$ cat config.mk
export PLATFORM = sky130hd
export DESIGN_NAME = dram_mixed_traffic_generator_top
export DESIGN_NICKNAME = d
export VERILOG_FILES = /design/src/rtl/dmtg_pkg.sv /design/src/rtl/dmtg_csr.sv /design/src/rtl/dmtg_mod.sv /design/src/rtl/dram_mixed_traffic_generator_top.sv
export SDC_FILE = /design/constraint.sdc
export NUM_CORES = 1
export LEC_CHECK = 0
export ABC_CLOCK_PERIOD_IN_PS = 6700
export BUFFER_PORTS_ARGS = -buffer_cell sky130_fd_sc_hd__buf_2
export CAP_MARGIN = 10
export CORE_ASPECT_RATIO = 0.5
export CORE_MARGIN = 5
export CORE_UTILIZATION = 63
export CTS_CLUSTER_SIZE = 16
export DETAILED_ROUTE_END_ITERATION = 6
export PLACE_DENSITY = 0.82
export SYNTH_ARGS = -nofsm -noshare
export SYNTH_HDL_FRONTEND = slang
export SYNTH_SLANG_ARGS = --single-unit
$ cat constraint.sdc
create_clock -name clock -period 6.7 [get_ports clock]
set_input_delay 1.005 -clock clock [delete_from_list [all_inputs] [get_ports clock]]
set_output_delay 1.005 -clock clock [all_outputs]
set_load 0.02 [all_outputs]
$ cat src/rtl/dmtg_pkg.sv
// dmtg_pkg: types and constants of the mixed dram traffic generator
// shared by dmtg_csr, dmtg_mod and dram_mixed_traffic_generator_top
// no dependencies
`timescale 1ns / 1ps

package dmtg_pkg;

   localparam int CHAN_COUNT   = 2;
   localparam int ADDR_WIDTH   = 36;
   localparam int ROW_BITS     = 16;
   localparam int BANK_BITS    = 2;
   localparam int GROUP_BITS   = 2;
   localparam int SEND_RANDOM  = 1;

   localparam int IN_ADDR_W  = 36;
   localparam int OUT_ADDR_W = 40;
   localparam int COL_W      = 10;
   localparam int COLS_W     = 11;
   localparam int COLS_MAX   = 1024;
   localparam int SHIFT_W    = 6;
   localparam int PERIOD_W   = 16;
   localparam int TOTAL_W    = 32;
   localparam int CHAN_OUT_W = 3;
   localparam int CH_W       = (CHAN_COUNT > 1) ? $clog2(CHAN_COUNT) : 1;
   localparam int MOD_CNT_W  = $clog2(PERIOD_W + 1);

   localparam int CSR_AW = 5;
   localparam int CSR_DW = 32;

   typedef logic [ADDR_WIDTH-1:0] addr_type;
   typedef logic [OUT_ADDR_W-1:0] oaddr_type;

   typedef enum logic [2:0] {
      REG_TOTAL_RANDOM   = 3'd0,
      REG_NOP_PERIOD     = 3'd1,
      REG_STREAM_COLUMNS = 3'd2,
      REG_CHANNEL_SHIFT  = 3'd3,
      REG_ROW_SHIFT      = 3'd4,
      REG_COLUMN_SHIFT   = 3'd5,
      REG_BANK_SHIFT     = 3'd6,
      REG_GROUP_SHIFT    = 3'd7
   } csr_idx_type;

   typedef struct packed {
      logic [TOTAL_W-1:0]  total_random;
      logic [PERIOD_W-1:0] nop_period;
      logic [COLS_W-1:0]   stream_columns;
      logic [SHIFT_W-1:0]  channel_shift;
      logic [SHIFT_W-1:0]  row_shift;
      logic [SHIFT_W-1:0]  column_shift;
      logic [SHIFT_W-1:0]  bank_shift;
      logic [SHIFT_W-1:0]  group_shift;
   } cfg_type;

   typedef struct packed {
      logic                busy;
      logic                done;
      logic [PERIOD_W-1:0] rem;
   } mod_sts_type;

endpackage

$ cat src/rtl/dmtg_csr.sv
// dmtg_csr: apb-style register file holding the generator configuration
// depends on dmtg_pkg
`timescale 1ns / 1ps

module dmtg_csr import dmtg_pkg::*; (
   input  logic              clock,
   input  logic              reset,
   input  logic              psel,
   input  logic              penable,
   input  logic              pwrite,
   input  logic [CSR_AW-1:0] paddr,
   input  logic [CSR_DW-1:0] pwdata,
   output logic [CSR_DW-1:0] prdata,
   output logic              pready,
   output cfg_type           cfg,
   output logic              nop_wr
);

   cfg_type     cfg_ff, cfg_in;
   logic        nop_wr_ff, nop_wr_in;
   logic        wr_en;
   csr_idx_type idx;

   assign pready = 1'b1;
   assign wr_en  = psel & penable & pwrite & pready;
   assign idx    = csr_idx_type'(paddr[CSR_AW-1:2]);

   always_comb begin
      cfg_in    = cfg_ff;
      nop_wr_in = 1'b0;
      if (wr_en) begin
         case (idx)
            REG_TOTAL_RANDOM:   cfg_in.total_random   = pwdata[TOTAL_W-1:0];
            REG_NOP_PERIOD: begin
               cfg_in.nop_period = pwdata[PERIOD_W-1:0];
               nop_wr_in         = 1'b1;
            end
            REG_STREAM_COLUMNS: cfg_in.stream_columns = pwdata[COLS_W-1:0];
            REG_CHANNEL_SHIFT:  cfg_in.channel_shift  = pwdata[SHIFT_W-1:0];
            REG_ROW_SHIFT:      cfg_in.row_shift      = pwdata[SHIFT_W-1:0];
            REG_COLUMN_SHIFT:   cfg_in.column_shift   = pwdata[SHIFT_W-1:0];
            REG_BANK_SHIFT:     cfg_in.bank_shift     = pwdata[SHIFT_W-1:0];
            REG_GROUP_SHIFT:    cfg_in.group_shift    = pwdata[SHIFT_W-1:0];
            default: ;
         endcase
      end
   end

   always_ff @(posedge clock) begin
      if (reset) begin
         cfg_ff.total_random   <= TOTAL_W'(1000);
         cfg_ff.nop_period     <= PERIOD_W'(1);
         cfg_ff.stream_columns <= COLS_W'(8);
         cfg_ff.channel_shift  <= SHIFT_W'(34);
         cfg_ff.row_shift      <= SHIFT_W'(18);
         cfg_ff.column_shift   <= SHIFT_W'(6);
         cfg_ff.bank_shift     <= SHIFT_W'(14);
         cfg_ff.group_shift    <= SHIFT_W'(16);
         nop_wr_ff             <= 1'b0;
      end else begin
         cfg_ff    <= cfg_in;
         nop_wr_ff <= nop_wr_in;
      end
   end

   always_comb begin
      case (idx)
         REG_TOTAL_RANDOM:   prdata = CSR_DW'(cfg_ff.total_random);
         REG_NOP_PERIOD:     prdata = CSR_DW'(cfg_ff.nop_period);
         REG_STREAM_COLUMNS: prdata = CSR_DW'(cfg_ff.stream_columns);
         REG_CHANNEL_SHIFT:  prdata = CSR_DW'(cfg_ff.channel_shift);
         REG_ROW_SHIFT:      prdata = CSR_DW'(cfg_ff.row_shift);
         REG_COLUMN_SHIFT:   prdata = CSR_DW'(cfg_ff.column_shift);
         REG_BANK_SHIFT:     prdata = CSR_DW'(cfg_ff.bank_shift);
         REG_GROUP_SHIFT:    prdata = CSR_DW'(cfg_ff.group_shift);
         default:            prdata = '0;
      endcase
   end

   assign cfg    = cfg_ff;
   // pulses the cycle after a period write, when the new value is visible
   assign nop_wr = nop_wr_ff;

endmodule

$ cat src/rtl/dmtg_mod.sv
// dmtg_mod: bit-serial remainder unit, one quotient bit per cycle
// renormalizes the idle counter after the idle period changes; depends on dmtg_pkg
`timescale 1ns / 1ps

module dmtg_mod import dmtg_pkg::*; (
   input  logic                clock,
   input  logic                reset,
   input  logic                start,
   input  logic [PERIOD_W-1:0] dividend,
   input  logic [PERIOD_W-1:0] divisor,
   output mod_sts_type         sts
);

   logic                 busy_ff, busy_in;
   logic                 done_ff, done_in;
   logic [MOD_CNT_W-1:0] cnt_ff, cnt_in;
   logic [PERIOD_W-1:0]  num_ff, num_in;
   logic [PERIOD_W-1:0]  div_ff, div_in;
   logic [PERIOD_W-1:0]  rem_ff, rem_in;
   logic [PERIOD_W:0]    trial;

   assign trial = {rem_ff, num_ff[PERIOD_W-1]};

   always_comb begin
      busy_in = busy_ff;
      done_in = 1'b0;
      cnt_in  = cnt_ff;
      num_in  = num_ff;
      div_in  = div_ff;
      rem_in  = rem_ff;
      if (start) begin
         busy_in = 1'b1;
         cnt_in  = MOD_CNT_W'(PERIOD_W);
         num_in  = dividend;
         div_in  = divisor;
         rem_in  = '0;
      end else if (busy_ff) begin
         num_in = num_ff << 1;
         if (trial >= {1'b0, div_ff}) begin
            rem_in = PERIOD_W'(trial - {1'b0, div_ff});
         end else begin
            rem_in = trial[PERIOD_W-1:0];
         end
         cnt_in = cnt_ff - MOD_CNT_W'(1);
         if (cnt_ff == MOD_CNT_W'(1)) begin
            busy_in = 1'b0;
            done_in = 1'b1;
         end
      end
   end

   always_ff @(posedge clock) begin
      if (reset) begin
         busy_ff <= 1'b0;
         done_ff <= 1'b0;
         cnt_ff  <= '0;
      end else begin
         busy_ff <= busy_in;
         done_ff <= done_in;
         cnt_ff  <= cnt_in;
      end
      num_ff <= num_in;
      div_ff <= div_in;
      rem_ff <= rem_in;
   end

   assign sts.busy = busy_ff | done_ff;
   assign sts.done = done_ff;
   assign sts.rem  = rem_ff;

endmodule

$ cat src/rtl/dram_mixed_traffic_generator_top.sv
// dram_mixed_traffic_generator_top: mixed random / stream dram request generator
// depends on dmtg_pkg, dmtg_csr, dmtg_mod
//
//   port group  dir   beat
//   req_*       in    one tick: random address, stream write bit, accept, done
//   rsp_*       out   one channel copy of the request attempted in a tick
//   csr_*       in    apb-style register writes and reads
//
// a tick is held in the input register and is resolved in one pass;
// a tick that attempts a request puts CHAN_COUNT copies on rsp_*, others none
// a tick with no request is taken while copies are still going out; one with a request waits for the last copy
// a write to nop_period holds off ticks while the idle count is reduced
// reset is synchronous and clears the walk, turn, retry and idle state
`timescale 1ns / 1ps

module dram_mixed_traffic_generator_top import dmtg_pkg::*; (
   input  logic                  clock,
   input  logic                  reset,
   input  logic                  req_valid,
   output logic                  req_stall,
   input  logic [IN_ADDR_W-1:0]  req_random_addr,
   input  logic                  req_stream_wr,
   input  logic                  req_mem_accept,
   input  logic                  req_prev_random_done,
   output logic                  rsp_valid,
   input  logic                  rsp_stall,
   output logic [OUT_ADDR_W-1:0] rsp_req_addr,
   output logic                  rsp_req_write,
   output logic                  rsp_req_kind,
   output logic [CHAN_OUT_W-1:0] rsp_req_channel,
   output logic                  rsp_req_last,
   output logic                  rsp_all_issued,
   input  logic                  csr_psel,
   input  logic                  csr_penable,
   input  logic                  csr_pwrite,
   input  logic [CSR_AW-1:0]     csr_paddr,
   input  logic [CSR_DW-1:0]     csr_pwdata,
   output logic [CSR_DW-1:0]     csr_prdata,
   output logic                  csr_pready
);

   cfg_type     cfg;
   logic        nop_wr;
   mod_sts_type mod_sts;

   // input register
   logic                 in_valid_ff, in_valid_in;
   logic [IN_ADDR_W-1:0] in_addr_ff;
   logic                 in_wr_ff, in_acc_ff, in_done_ff;

   // generator state
   logic                  turn_ff, turn_in;
   logic [PERIOD_W-1:0]   idle_raw_ff, idle_raw_in;
   logic [PERIOD_W-1:0]   idle_red_ff, idle_red_in;
   logic [TOTAL_W-1:0]    issued_ff, issued_in;
   logic                  retry_r_ff, retry_r_in;
   logic                  retry_s_ff, retry_s_in;
   addr_type              held_r_ff, held_r_in;
   addr_type              held_s_ff, held_s_in;
   logic                  held_wr_ff, held_wr_in;
   logic                  outst_ff, outst_in;
   logic [ROW_BITS-1:0]   row_ff, row_in;
   logic [COL_W-1:0]      col_ff, col_in;
   logic [BANK_BITS-1:0]  bank_ff, bank_in;
   logic [GROUP_BITS-1:0] group_ff, group_in;

   // result record, sent once per channel
   logic            out_valid_ff, out_valid_in;
   addr_type        base_ff, base_in;
   logic            owr_ff, owr_in;
   logic            kind_ff, kind_in;
   logic            odone_ff, odone_in;
   logic [CH_W-1:0] chan_ff, chan_in;

   logic [PERIOD_W-1:0] period;
   logic [PERIOD_W-1:0] idle_step, idle_next;
   logic [COLS_W-1:0]   cols;
   logic                is_idle, stopped, blocked, sent, has_result;
   logic                consume, req_accept, rsp_accept, out_last, out_free, rec_load;
   addr_type            rnd_addr, r_addr, stream_addr, s_addr;
   logic                s_wr;
   logic [TOTAL_W-1:0]  issued_inc;

   dmtg_csr u_csr (
      .clock   (clock),
      .reset   (reset),
      .psel    (csr_psel),
      .penable (csr_penable),
      .pwrite  (csr_pwrite),
      .paddr   (csr_paddr),
      .pwdata  (csr_pwdata),
      .prdata  (csr_prdata),
      .pready  (csr_pready),
      .cfg     (cfg),
      .nop_wr  (nop_wr)
   );

   dmtg_mod u_mod (
      .clock    (clock),
      .reset    (reset),
      .start    (nop_wr),
      .dividend (idle_raw_ff),
      .divisor  (period),
      .sts      (mod_sts)
   );

   // ---- tick decode ----
   assign period    = (cfg.nop_period == '0) ? PERIOD_W'(1) : cfg.nop_period;
   // idle_red_ff is kept below period, so the step never overflows
   assign idle_step = idle_red_ff + PERIOD_W'(1);
   assign idle_next = (idle_step == period) ? '0 : idle_step;

   always_comb begin
      if (cfg.stream_columns == '0) begin
         cols = COLS_W'(1);
      end else if (cfg.stream_columns > COLS_W'(COLS_MAX)) begin
         cols = COLS_W'(COLS_MAX);
      end else begin
         cols = cfg.stream_columns;
      end
   end

   assign is_idle = !turn_ff && (idle_raw_ff != '0);
   assign stopped = issued_ff >= cfg.total_random;
   assign blocked = turn_ff && outst_ff && !in_done_ff;
   assign sent    = (SEND_RANDOM == 0) ? 1'b1 : in_acc_ff;

   assign issued_inc = (issued_ff == '1) ? issued_ff : issued_ff + TOTAL_W'(1);

   assign rnd_addr = addr_type'(in_addr_ff);
   assign r_addr   = retry_r_ff ? held_r_ff : rnd_addr;

   assign stream_addr = (addr_type'(row_ff)   << cfg.row_shift)
                      + (addr_type'(col_ff)   << cfg.column_shift)
                      + (addr_type'(bank_ff)  << cfg.bank_shift)
                      + (addr_type'(group_ff) << cfg.group_shift);
   assign s_addr = retry_s_ff ? held_s_ff : stream_addr;
   assign s_wr   = retry_s_ff ? held_wr_ff : in_wr_ff;

   assign has_result = !(is_idle || stopped) && !blocked
                       && (!turn_ff || (SEND_RANDOM != 0));

   // ---- handshakes ----
   assign out_last   = chan_ff == CH_W'(CHAN_COUNT - 1);
   assign rsp_accept = out_valid_ff && !rsp_stall;
   assign out_free   = !out_valid_ff || (rsp_accept && out_last);
   assign consume    = in_valid_ff && !mod_sts.busy && !nop_wr
                       && (!has_result || out_free);
   assign rec_load   = consume && has_result;
   assign req_stall  = in_valid_ff && !consume;
   assign req_accept = req_valid && !req_stall;

   assign in_valid_in = req_accept ? 1'b1 : (consume ? 1'b0 : in_valid_ff);

   // ---- state update ----
   always_comb begin
      turn_in     = turn_ff;
      idle_raw_in = idle_raw_ff;
      idle_red_in = idle_red_ff;
      issued_in   = issued_ff;
      retry_r_in  = retry_r_ff;
      retry_s_in  = retry_s_ff;
      held_r_in   = held_r_ff;
      held_s_in   = held_s_ff;
      held_wr_in  = held_wr_ff;
      outst_in    = outst_ff;
      row_in      = row_ff;
      col_in      = col_ff;
      bank_in     = bank_ff;
      group_in    = group_ff;
      if (mod_sts.done) begin
         idle_red_in = mod_sts.rem;
      end
      if (consume) begin
         if (!turn_ff) begin
            idle_raw_in = idle_next;
            idle_red_in = idle_next;
         end
         if (is_idle || stopped) begin
            turn_in = !turn_ff;
         end else if (blocked) begin
            turn_in = 1'b0;
         end else if (turn_ff) begin
            held_r_in = r_addr;
            if (sent) begin
               issued_in  = issued_inc;
               outst_in   = 1'b1;
               turn_in    = 1'b0;
               retry_r_in = 1'b0;
            end else begin
               retry_r_in = 1'b1;
            end
         end else begin
            if (!retry_s_ff) begin
               held_s_in  = stream_addr;
               held_wr_in = in_wr_ff;
               // walk: group innermost, then bank, column, row
               group_in   = group_ff + GROUP_BITS'(1);
               if (group_ff == '1) begin
                  bank_in = bank_ff + BANK_BITS'(1);
                  if (bank_ff == '1) begin
                     if ({1'b0, col_ff} + COLS_W'(1) < cols) begin
                        col_in = col_ff + COL_W'(1);
                     end else begin
                        col_in = '0;
                        row_in = row_ff + ROW_BITS'(1);
                     end
                  end
               end
            end
            if (in_acc_ff) begin
               retry_s_in = 1'b0;
               turn_in    = 1'b1;
            end else begin
               retry_s_in = 1'b1;
            end
         end
      end
   end

   // ---- result record ----
   always_comb begin
      out_valid_in = out_valid_ff;
      chan_in      = chan_ff;
      base_in      = base_ff;
      owr_in       = owr_ff;
      kind_in      = kind_ff;
      odone_in     = odone_ff;
      if (rsp_accept) begin
         if (out_last) begin
            out_valid_in = 1'b0;
            chan_in      = '0;
         end else begin
            chan_in = chan_ff + CH_W'(1);
         end
      end
      if (rec_load) begin
         out_valid_in = 1'b1;
         chan_in      = '0;
         base_in      = turn_ff ? r_addr : s_addr;
         owr_in       = turn_ff ? 1'b0 : s_wr;
         kind_in      = !turn_ff;
         odone_in     = issued_in >= cfg.total_random;
      end
   end

   always_ff @(posedge clock) begin
      if (reset) begin
         in_valid_ff  <= 1'b0;
         turn_ff      <= 1'b0;
         idle_raw_ff  <= '0;
         idle_red_ff  <= '0;
         issued_ff    <= '0;
         retry_r_ff   <= 1'b0;
         retry_s_ff   <= 1'b0;
         held_r_ff    <= '0;
         held_s_ff    <= '0;
         held_wr_ff   <= 1'b0;
         outst_ff     <= 1'b0;
         row_ff       <= '0;
         col_ff       <= '0;
         bank_ff      <= '0;
         group_ff     <= '0;
         out_valid_ff <= 1'b0;
         chan_ff      <= '0;
      end else begin
         in_valid_ff  <= in_valid_in;
         turn_ff      <= turn_in;
         idle_raw_ff  <= idle_raw_in;
         idle_red_ff  <= idle_red_in;
         issued_ff    <= issued_in;
         retry_r_ff   <= retry_r_in;
         retry_s_ff   <= retry_s_in;
         held_r_ff    <= held_r_in;
         held_s_ff    <= held_s_in;
         held_wr_ff   <= held_wr_in;
         outst_ff     <= outst_in;
         row_ff       <= row_in;
         col_ff       <= col_in;
         bank_ff      <= bank_in;
         group_ff     <= group_in;
         out_valid_ff <= out_valid_in;
         chan_ff      <= chan_in;
      end
      if (req_accept) begin
         in_addr_ff <= req_random_addr;
         in_wr_ff   <= req_stream_wr;
         in_acc_ff  <= req_mem_accept;
         in_done_ff <= req_prev_random_done;
      end
      base_ff  <= base_in;
      owr_ff   <= owr_in;
      kind_ff  <= kind_in;
      odone_ff <= odone_in;
   end

   // ---- outputs ----
   assign rsp_valid       = out_valid_ff;
   assign rsp_req_addr    = oaddr_type'(base_ff)
                          + (oaddr_type'(chan_ff) << cfg.channel_shift);
   assign rsp_req_write   = owr_ff;
   assign rsp_req_kind    = kind_ff;
   assign rsp_req_channel = CHAN_OUT_W'(chan_ff);
   assign rsp_req_last    = out_last;
   assign rsp_all_issued  = odone_ff;

   // ---- assertions ----
   a_chan_range: assert property (@(posedge clock) disable iff (reset)
      out_valid_ff |-> chan_ff <= CH_W'(CHAN_COUNT - 1))
      else $error("channel copy index past last channel");

   a_copy_hold: assert property (@(posedge clock) disable iff (reset)
      out_valid_ff && rsp_stall |=> out_valid_ff && $stable(chan_ff))
      else $error("stalled channel copy advanced");

   a_random_retry: assert property (@(posedge clock) disable iff (reset)
      consume && turn_ff && !is_idle && !stopped && !blocked && !sent
      |=> retry_r_ff && turn_ff)
      else $error("rejected random read not held for retry");

   a_issued_mono: assert property (@(posedge clock) disable iff (reset)
      !$past(reset) |-> issued_ff >= $past(issued_ff))
      else $error("random issue count decreased");

endmodule

==> metrics.cfg, run 1 <==
[worst_hold_path]
holdPathStages=2
hold_path_class=reg -> reg
hold-path-endpoint=u_csr.cfg[73]
holdCritStartpoint=u_csr.cfg[73]

[floorplan]
dieHeight_um=158.5
rows=54
dieArea_mm2=0.04865
ioPinCount=165
die_w_um=307.0
initial_core_util_pct=63.74
core_region_area_mm2=0.04358

[power_and_ir_drop]
peakVddDrop_v=0.0002375
power_switching_w=0.001449
power_w=0.005443
pwr-share-comb_pct=11.4
power.clock.fraction_pct=40.3
swShare_pct=26.62
power_density_mw_per_mm2=181.0
internal_power_w=0.003994
leakagePower_nw=12.41
pwr-share-seq_pct=48.3

[critical_path]
r2r_slack_ns=0.52
crit_chain=nand2_1 -> nor2_1 -> nand2_1 -> nor3_1 -> ha_1 -> a211oi_1 -> nand3b_1 -> o221ai_1 -> o21ai_0 -> a41oi_1 -> a21oi_1 -> a2111oi_0 -> o21ai_0 -> nand2_1 -> xnor2_1 -> buf_2
cp_data_required_time_ns=5.69
crit_arrival_ns=5.36
startpoint_type=flip-flop
rr_startpoint=u_csr.cfg[19]
cpMostUsedCell=nand2_1
max_stage_delay_ns=0.74
r2r_cells=23
r2r_end=base_ff[34]
path_max_fanout=7
critPathSlowestCell=dfxtp_1
crit_type=reg -> out
cp-end-kind=primary output

[sta]
relSlewSlack_pct=27.90
fmax_mhz=157.0
setup_viol=0
fin_crit_sh_pct=95.07
fin_skew_ns=0.02781
finalCriticalPeriod_ns=6.370
final_max_slew_viol_count=0
worst_slew_pin_slew_ns=1.073
hold_violations=0
rsz0062_at_grt=false
setup_tns_ns=0

[detailed_routing]
wire_per_inst_um=20.21
drt_iter0_drc=2595
ant_nets=0
vias=24400
drc_errors=0
dr.pass1.iters=6
routed_wirelength_um=80780
vias_per_cell=6.105

[clocking]
cts_buffer_depth=3
h-tree-depth=2
clockRootBuffer=clkbuf_16
clkLatencyLatePin_ns=0.57
cts_tree=built
ctsHoldBuffers=0
clkSlewWorstSetupHoldPaths_ns=0.07
postCtsSetupRepairBufs=0
ctsResizeCount=0
cts_made_buffers=37
cts_sinks=397

[status]
outcome=completed

[global_routing]
track_usage_pct=32.02
grt_max_degree=91
gr-total-overflow=0
grt_pass1_wl_um=124600
grt_pass1_vias=22860
antenna_found_initial=0

[yosys]
ys_warn_count=0
syn_inst=3343
synth.distinct_cells=84
ys_seq_elements=397
synthesis.area_mm2=0.02778
synthArstFlopShare_pct=0
ys_seq_area_share_pct=32.57
synth_edf_count=110
syn_avg_cell_area_um2=8.310
synth_ff_type=dfxtp_1

[place]
hpwl_um=61500
place_congestion=0.9979
portBuffers=159

[layout]
area_growth_pct=8.256
fin_nets=3704
n_antenna_cell=0
drive_above_1_share_pct=10.36

[run]
cap_violations=0

-- worst max path at each step --
stage,from,endpoint,cells after the start
6_report,u_csr.cfg[27],rsp_req_addr[35],16
5_1_grt,u_csr.cfg[27],rsp_req_addr[37],16
4_1_cts,u_csr.cfg[27],rsp_req_addr[35],16
3_5_place_dp,u_csr.cfg[12],base_ff[21],21
3_3_place_gp,u_csr.cfg[19],held_s_ff[34],23
2_1_floorplan,u_csr.cfg[18],held_s_ff[34],22
-- layout by cell type (no fill, tap or decap), drive strengths merged, types with 72 or more instances in the layout --
cell / count
dfxtp: 287
edfxtp: 110
o21ai: 103
inv: 194
ha: 170
buf: 195
a21oi: 302
nand3: 77
xnor2: 116
mux2i: 122
fa: 72
nand2: 468
nor2: 353
-- stage by stage --
step / utilization [%] / std cells / hold WS (ns) / area, um2 / worst slack [ns]
3_5_place_dp: 66.15 / 3927 / 0.4439 / 28830 / 0.6605
6_report: 69.01 / 3996 / 0.4528 / 30070 / 0.3305
5_1_grt: 69.01 / 3996 / 0.4689 / 30070 / 0.001062
2_1_floorplan: - / 3344 / 0.4267 / 27780 / 1.230
4_1_cts: 69.00 / 3995 / 0.4549 / 30070 / 0.4387
3_3_place_gp: 66.15 / 3927 / 0.4338 / 28830 / 0.7134
-- logic make-up (layout without fill, tap and decap cells) --
logic type / Yosys count / in the layout / synth area share, %
simple gates: 1258 / 1258 / 20.91
compound gates: 709 / 709 / 15.84
flops: 397 / 397 / 32.57
buf+inv: 393 / 457 / 5.432
fa+ha+maj: 242 / 242 / 12.85
mux: 174 / 174 / 7.071
xor+xnor: 168 / 168 / 5.297
other cells: 2 / 3 / 0.02703
-- per-layer routing --
layer,vias to the layer above,GRT usage [%],routed length (um)
met1,11670,41.95,34610
li1,11680,-,-
met3,171,5.463,5795
met4,0,11.88,3135
met5,-,0,0
met2,877,54.14,37240
-- Yosys cell counts, types with 6 or more instances --
library cell,count,area [um2]
a211oi_1,57,427.9
a21o_1,67,503.0
a21oi_1,299,1496
a22oi_1,22,165.2
a31oi_1,18,112.6
a41oi_1,7,61.31
and2_1,41,256.5
and3_1,28,175.2
and4_1,9,78.83
buf_1,21,78.83
buf_2,9,45.04
buf_4,6,45.04
clkbuf_1,163,611.8
dfxtp_1,287,5746
edfxtp_1,110,3303
fa_1,72,1441
ha_1,170,2127
inv_1,191,716.9
mux2_2,38,427.9
mux2i_1,122,1221
mux4_2,14,315.3
nand2_1,468,1757
nand2b_1,47,294.0
nand3_1,77,385.4
nand3b_1,10,75.07
nand4_1,36,225.2
nor2_1,352,1321
nor2b_1,48,300.3
nor3_1,53,265.3
nor4_1,16,100.1
o211ai_1,18,135.1
o21a_1,16,120.1
o21ai_0,102,510.5
o21bai_1,17,127.6
o22ai_1,13,81.33
or2_2,16,100.1
or3_1,20,125.1
xnor2_1,116,1016
xor2_1,52,455.4
-- power by group through the flow --
stage	combinational, W	sequential, W	clock, W
2_1_floorplan	0.000436	0.00264	0
3_3_place_gp	0.000595	0.00268	0
3_5_place_dp	0.000608	0.00268	0
4_1_cts	0.000613	0.00263	0.00221
5_1_grt	0.000676	0.00263	0.00232
6_report	0.000620	0.00263	0.00220
-- registers in the layout (all words and copies together), names as in the netlist, 2 cells and up --
| signal | flops |
|---|---|
| u_csr.cfg | 89 |
| base_ff | 36 |
| held_r_ff | 36 |
| held_s_ff | 36 |
| in_addr_ff | 36 |
| issued_ff | 32 |
| idle_raw_ff | 16 |
| idle_red_ff | 16 |
| row_ff | 16 |
| u_mod.div_ff | 16 |
| u_mod.num_ff | 16 |
| u_mod.rem_ff | 16 |
| col_ff | 10 |
| u_mod.cnt_ff | 5 |
| bank_ff | 2 |
| group_ff | 2 |
-- cell type report --
cell class	count	area [um2]
Inverter	194	728.2
Fill cell	3510	13510
Clock inverter	21	235.2
Multi-Input combinational cell	2554	17250
Timing Repair Buffer	195	1070
Clock buffer	47	1005
Sequential cell	397	9054
Tap cell	588	735.7
-- critical path: cells and delay by family, from the launching register on --
kind / cells / cell delay (ns)
buf+inv: 1 / 0.20
simple gates: 6 / 0.99
flops: 1 / 0.74
compound gates: 7 / 2.38
fa+ha+maj: 1 / 0.35
xor+xnor: 1 / 0.13
Power figures use the tool's default switching activity.
==> run 2: changes to the inputs <==
--- a/config.mk
+++ b/config.mk
@@ -8,12 +8,15 @@
 export ABC_CLOCK_PERIOD_IN_PS = 6700
 export BUFFER_PORTS_ARGS = -buffer_cell sky130_fd_sc_hd__buf_2
 export CAP_MARGIN = 10
+export CELL_PAD_IN_SITES_DETAIL_PLACEMENT = 0
+export CELL_PAD_IN_SITES_GLOBAL_PLACEMENT = 2
 export CORE_ASPECT_RATIO = 0.5
 export CORE_MARGIN = 5
-export CORE_UTILIZATION = 63
+export CORE_UTILIZATION = 38
+export CTS_BUF_LIST = sky130_fd_sc_hd__clkbuf_4 sky130_fd_sc_hd__clkbuf_8 sky130_fd_sc_hd__clkbuf_16
 export CTS_CLUSTER_SIZE = 16
 export DETAILED_ROUTE_END_ITERATION = 6
-export PLACE_DENSITY = 0.82
+export PLACE_DENSITY = 0.81
 export SYNTH_ARGS = -nofsm -noshare
 export SYNTH_HDL_FRONTEND = slang
 export SYNTH_SLANG_ARGS = --single-unit
==> metrics.cfg, run 2 (synthesis gave the netlist of run 1 again) <==
[status]
outcome=finished with violations
failed_checks=design-rule violations

[detailed_routing]
drc_errors=1  ; +1
wire_per_inst_um=20.86  ; +3.2%
routed_wirelength_um=91720  ; +14%
ant_nets=0  ; unchanged
vias_per_cell=5.391  ; -12%
vias=23700  ; -2.9%
drt_iter0_drc=1842  ; -29%
dr.pass1.iters=7  ; +1

[global_routing]
grt_max_degree=126  ; +38%
antenna_found_initial=6  ; +6
grt_pass1_wl_um=140400  ; +13%
gr-total-overflow=0  ; unchanged
track_usage_pct=22.79  ; -9.2 points
grt_pass1_vias=22780  ; -0.33%

[critical_path]
path_max_fanout=7  ; unchanged
cp_data_required_time_ns=5.69  ; about the same
r2r_cells=19  ; -17%
cp-end-kind=primary output
startpoint_type=flip-flop
r2r_slack_ns=0.49  ; -0.03 ns
cpMostUsedCell=o21ai_0
crit_type=reg -> out
r2r_end=held_s_ff[34]
crit_chain=nor3_1 -> nand2_1 -> nor2_1 -> ha_1 -> a21oi_1 -> o21ai_0 -> a2111oi_0 -> o21ai_0 -> a41oi_1 -> a21oi_1 -> a2111oi_0 -> buf_4 -> o21ai_0 -> nand2_1 -> xnor2_1 -> buf_2
max_stage_delay_ns=0.57  ; -0.17 ns
rr_startpoint=u_csr.cfg[18]
worst-path-buf-inv=2  ; +1
critPathTopFamily=compound AO/OA/AOI/OAI gates
crit_arrival_ns=5.32  ; -0.04 ns
critPathSlowestCell=nor3_1

[layout]
drive_above_1_share_pct=11.04  ; +0.68 points
fillers=7355  ; +110%
seq_area_mm2=0.009054  ; unchanged
final_common_cell=nand2_1
largest_reg_flops=89  ; unchanged
design_area_mm2=0.03081  ; +2.5%
fin_nets=3715  ; +0.30%
area_growth_pct=10.91
multi_input_area_mm2=0.01725  ; about the same
mostFrequentLayoutCells=467 x nand2_1, 351 x nor2_1, 298 x a21oi_1

[sta]
rsz0062_at_grt=false
relSlewSlack_pct=19.91  ; -8.0 points
worst_slew_pin_slew_ns=1.192  ; +0.1189 ns
setup_tns_ns=0  ; unchanged
fin_skew_ns=0.03583  ; +0.008022 ns
fmax_mhz=158.2  ; +0.77%
setup_viol=0  ; unchanged
hold_violations=0  ; unchanged
final_max_slew_viol_count=0  ; unchanged
fin_crit_sh_pct=94.34  ; -0.73 points
finalCriticalPeriod_ns=6.321  ; -0.04883 ns

[clocking]
ctsHoldBuffers=0  ; unchanged
ctsResizeCount=0  ; unchanged
cts_tree=built
h-tree-depth=2  ; unchanged
postCtsSetupRepairBufs=0  ; unchanged
clockRootBuffer=clkbuf_16
cts_buffer_depth=3  ; unchanged
cts_sinks=397  ; unchanged
clkLatencyLatePin_ns=0.61  ; +0.04 ns
cts_made_buffers=41  ; +11%
clkSlewWorstSetupHoldPaths_ns=0.06  ; about the same

[floorplan]
initial_core_util_pct=38.17  ; -26 points
core_region_area_mm2=0.07278  ; +67%
dieHeight_um=201.2  ; +27%
dieArea_mm2=0.07894  ; +62%
rows=70  ; +30%
ioPinCount=165  ; unchanged
die_w_um=392.4  ; +28%

[place]
portBuffers=159  ; unchanged
hpwl_um=70260  ; +14%
placed_area_mm2=0.02938  ; +1.9%
place_congestion=0.9355  ; -6.3%

[power_and_ir_drop]
peakVddDrop_v=0.0001464  ; -38%
power_density_mw_per_mm2=185.6  ; +2.6%
leakagePower_nw=12.54  ; +1.1%

[worst_hold_path]
hold_path_class=reg -> reg
holdPathStages=2  ; unchanged
holdCritStartpoint=held_s_ff[30]
hold-path-endpoint=held_s_ff[30]

[run]
cap_violations=0  ; unchanged

run 2: tightest hold or removal path, stage by stage, from the launching register on:
cell	delay (ns)
dfxtp_1	0.31
nand2_1	0.05
a21oi_1	0.05
run 2: layer usage:
| layer | vias to the layer above | share of wire (%) | track usage (%) |
|---|---|---|---|
| met1 | 11380 | 51 | 35.05 |
| met5 | - | 0.061 | 0 |
| met2 | 524 | 42 | 33.66 |
| met3 | 107 | 5.4 | 3.645 |
| met4 | 8 | 1.9 | 4.322 |
| li1 | 11680 | - | - |
run 2: worst max-delay path by stage:
stage               slack (ns)               end          start  cells past startpoint
floorplan                 1.23     held_s_ff[34]  u_csr.cfg[18]                     22
global placement          0.66       base_ff[34]  u_csr.cfg[18]                     18
detailed placement        0.58     held_s_ff[34]  u_csr.cfg[18]                     18
CTS                       0.37  rsp_req_addr[36]  u_csr.cfg[24]                     17
global route               0.1  rsp_req_addr[36]  u_csr.cfg[24]                     17
finish                    0.38  rsp_req_addr[35]  u_csr.cfg[24]                     16
run 2: final cells by class:
class,count,share of cell area (%)
inverters,194,2.363
multi-input cells,2554,56.00
flip-flops and latches,397,29.38
repair buffers,202,3.691
clock buffers,57,3.878
well taps,972,3.947
clock inverters,19,0.7310
diodes,1,0.008122
run 2: per-stage QoR:
stage,util [%],setup slack [ns],cells,hold WS (ns),total power (W)
after floorplan,-,1.230,3344,0.4267,0.003080
final,42.33,0.3793,4396,0.4524,0.005720
after global routing,42.33,0.09962,4395,0.4676,0.005949
after detailed placement,40.37,0.5848,4318,0.4450,0.003325
after global placement,40.37,0.6596,4318,0.4336,0.003321
after CTS,42.32,0.3747,4394,0.4531,0.005780
run 2: where the power goes:
part           leakage [nW]  switching [W]  internal [W]
clock network         0.704        0.00106       0.00138
registers              3.34      0.0000693       0.00255
logic                  8.50       0.000439      0.000213
total                  12.5        0.00157       0.00415
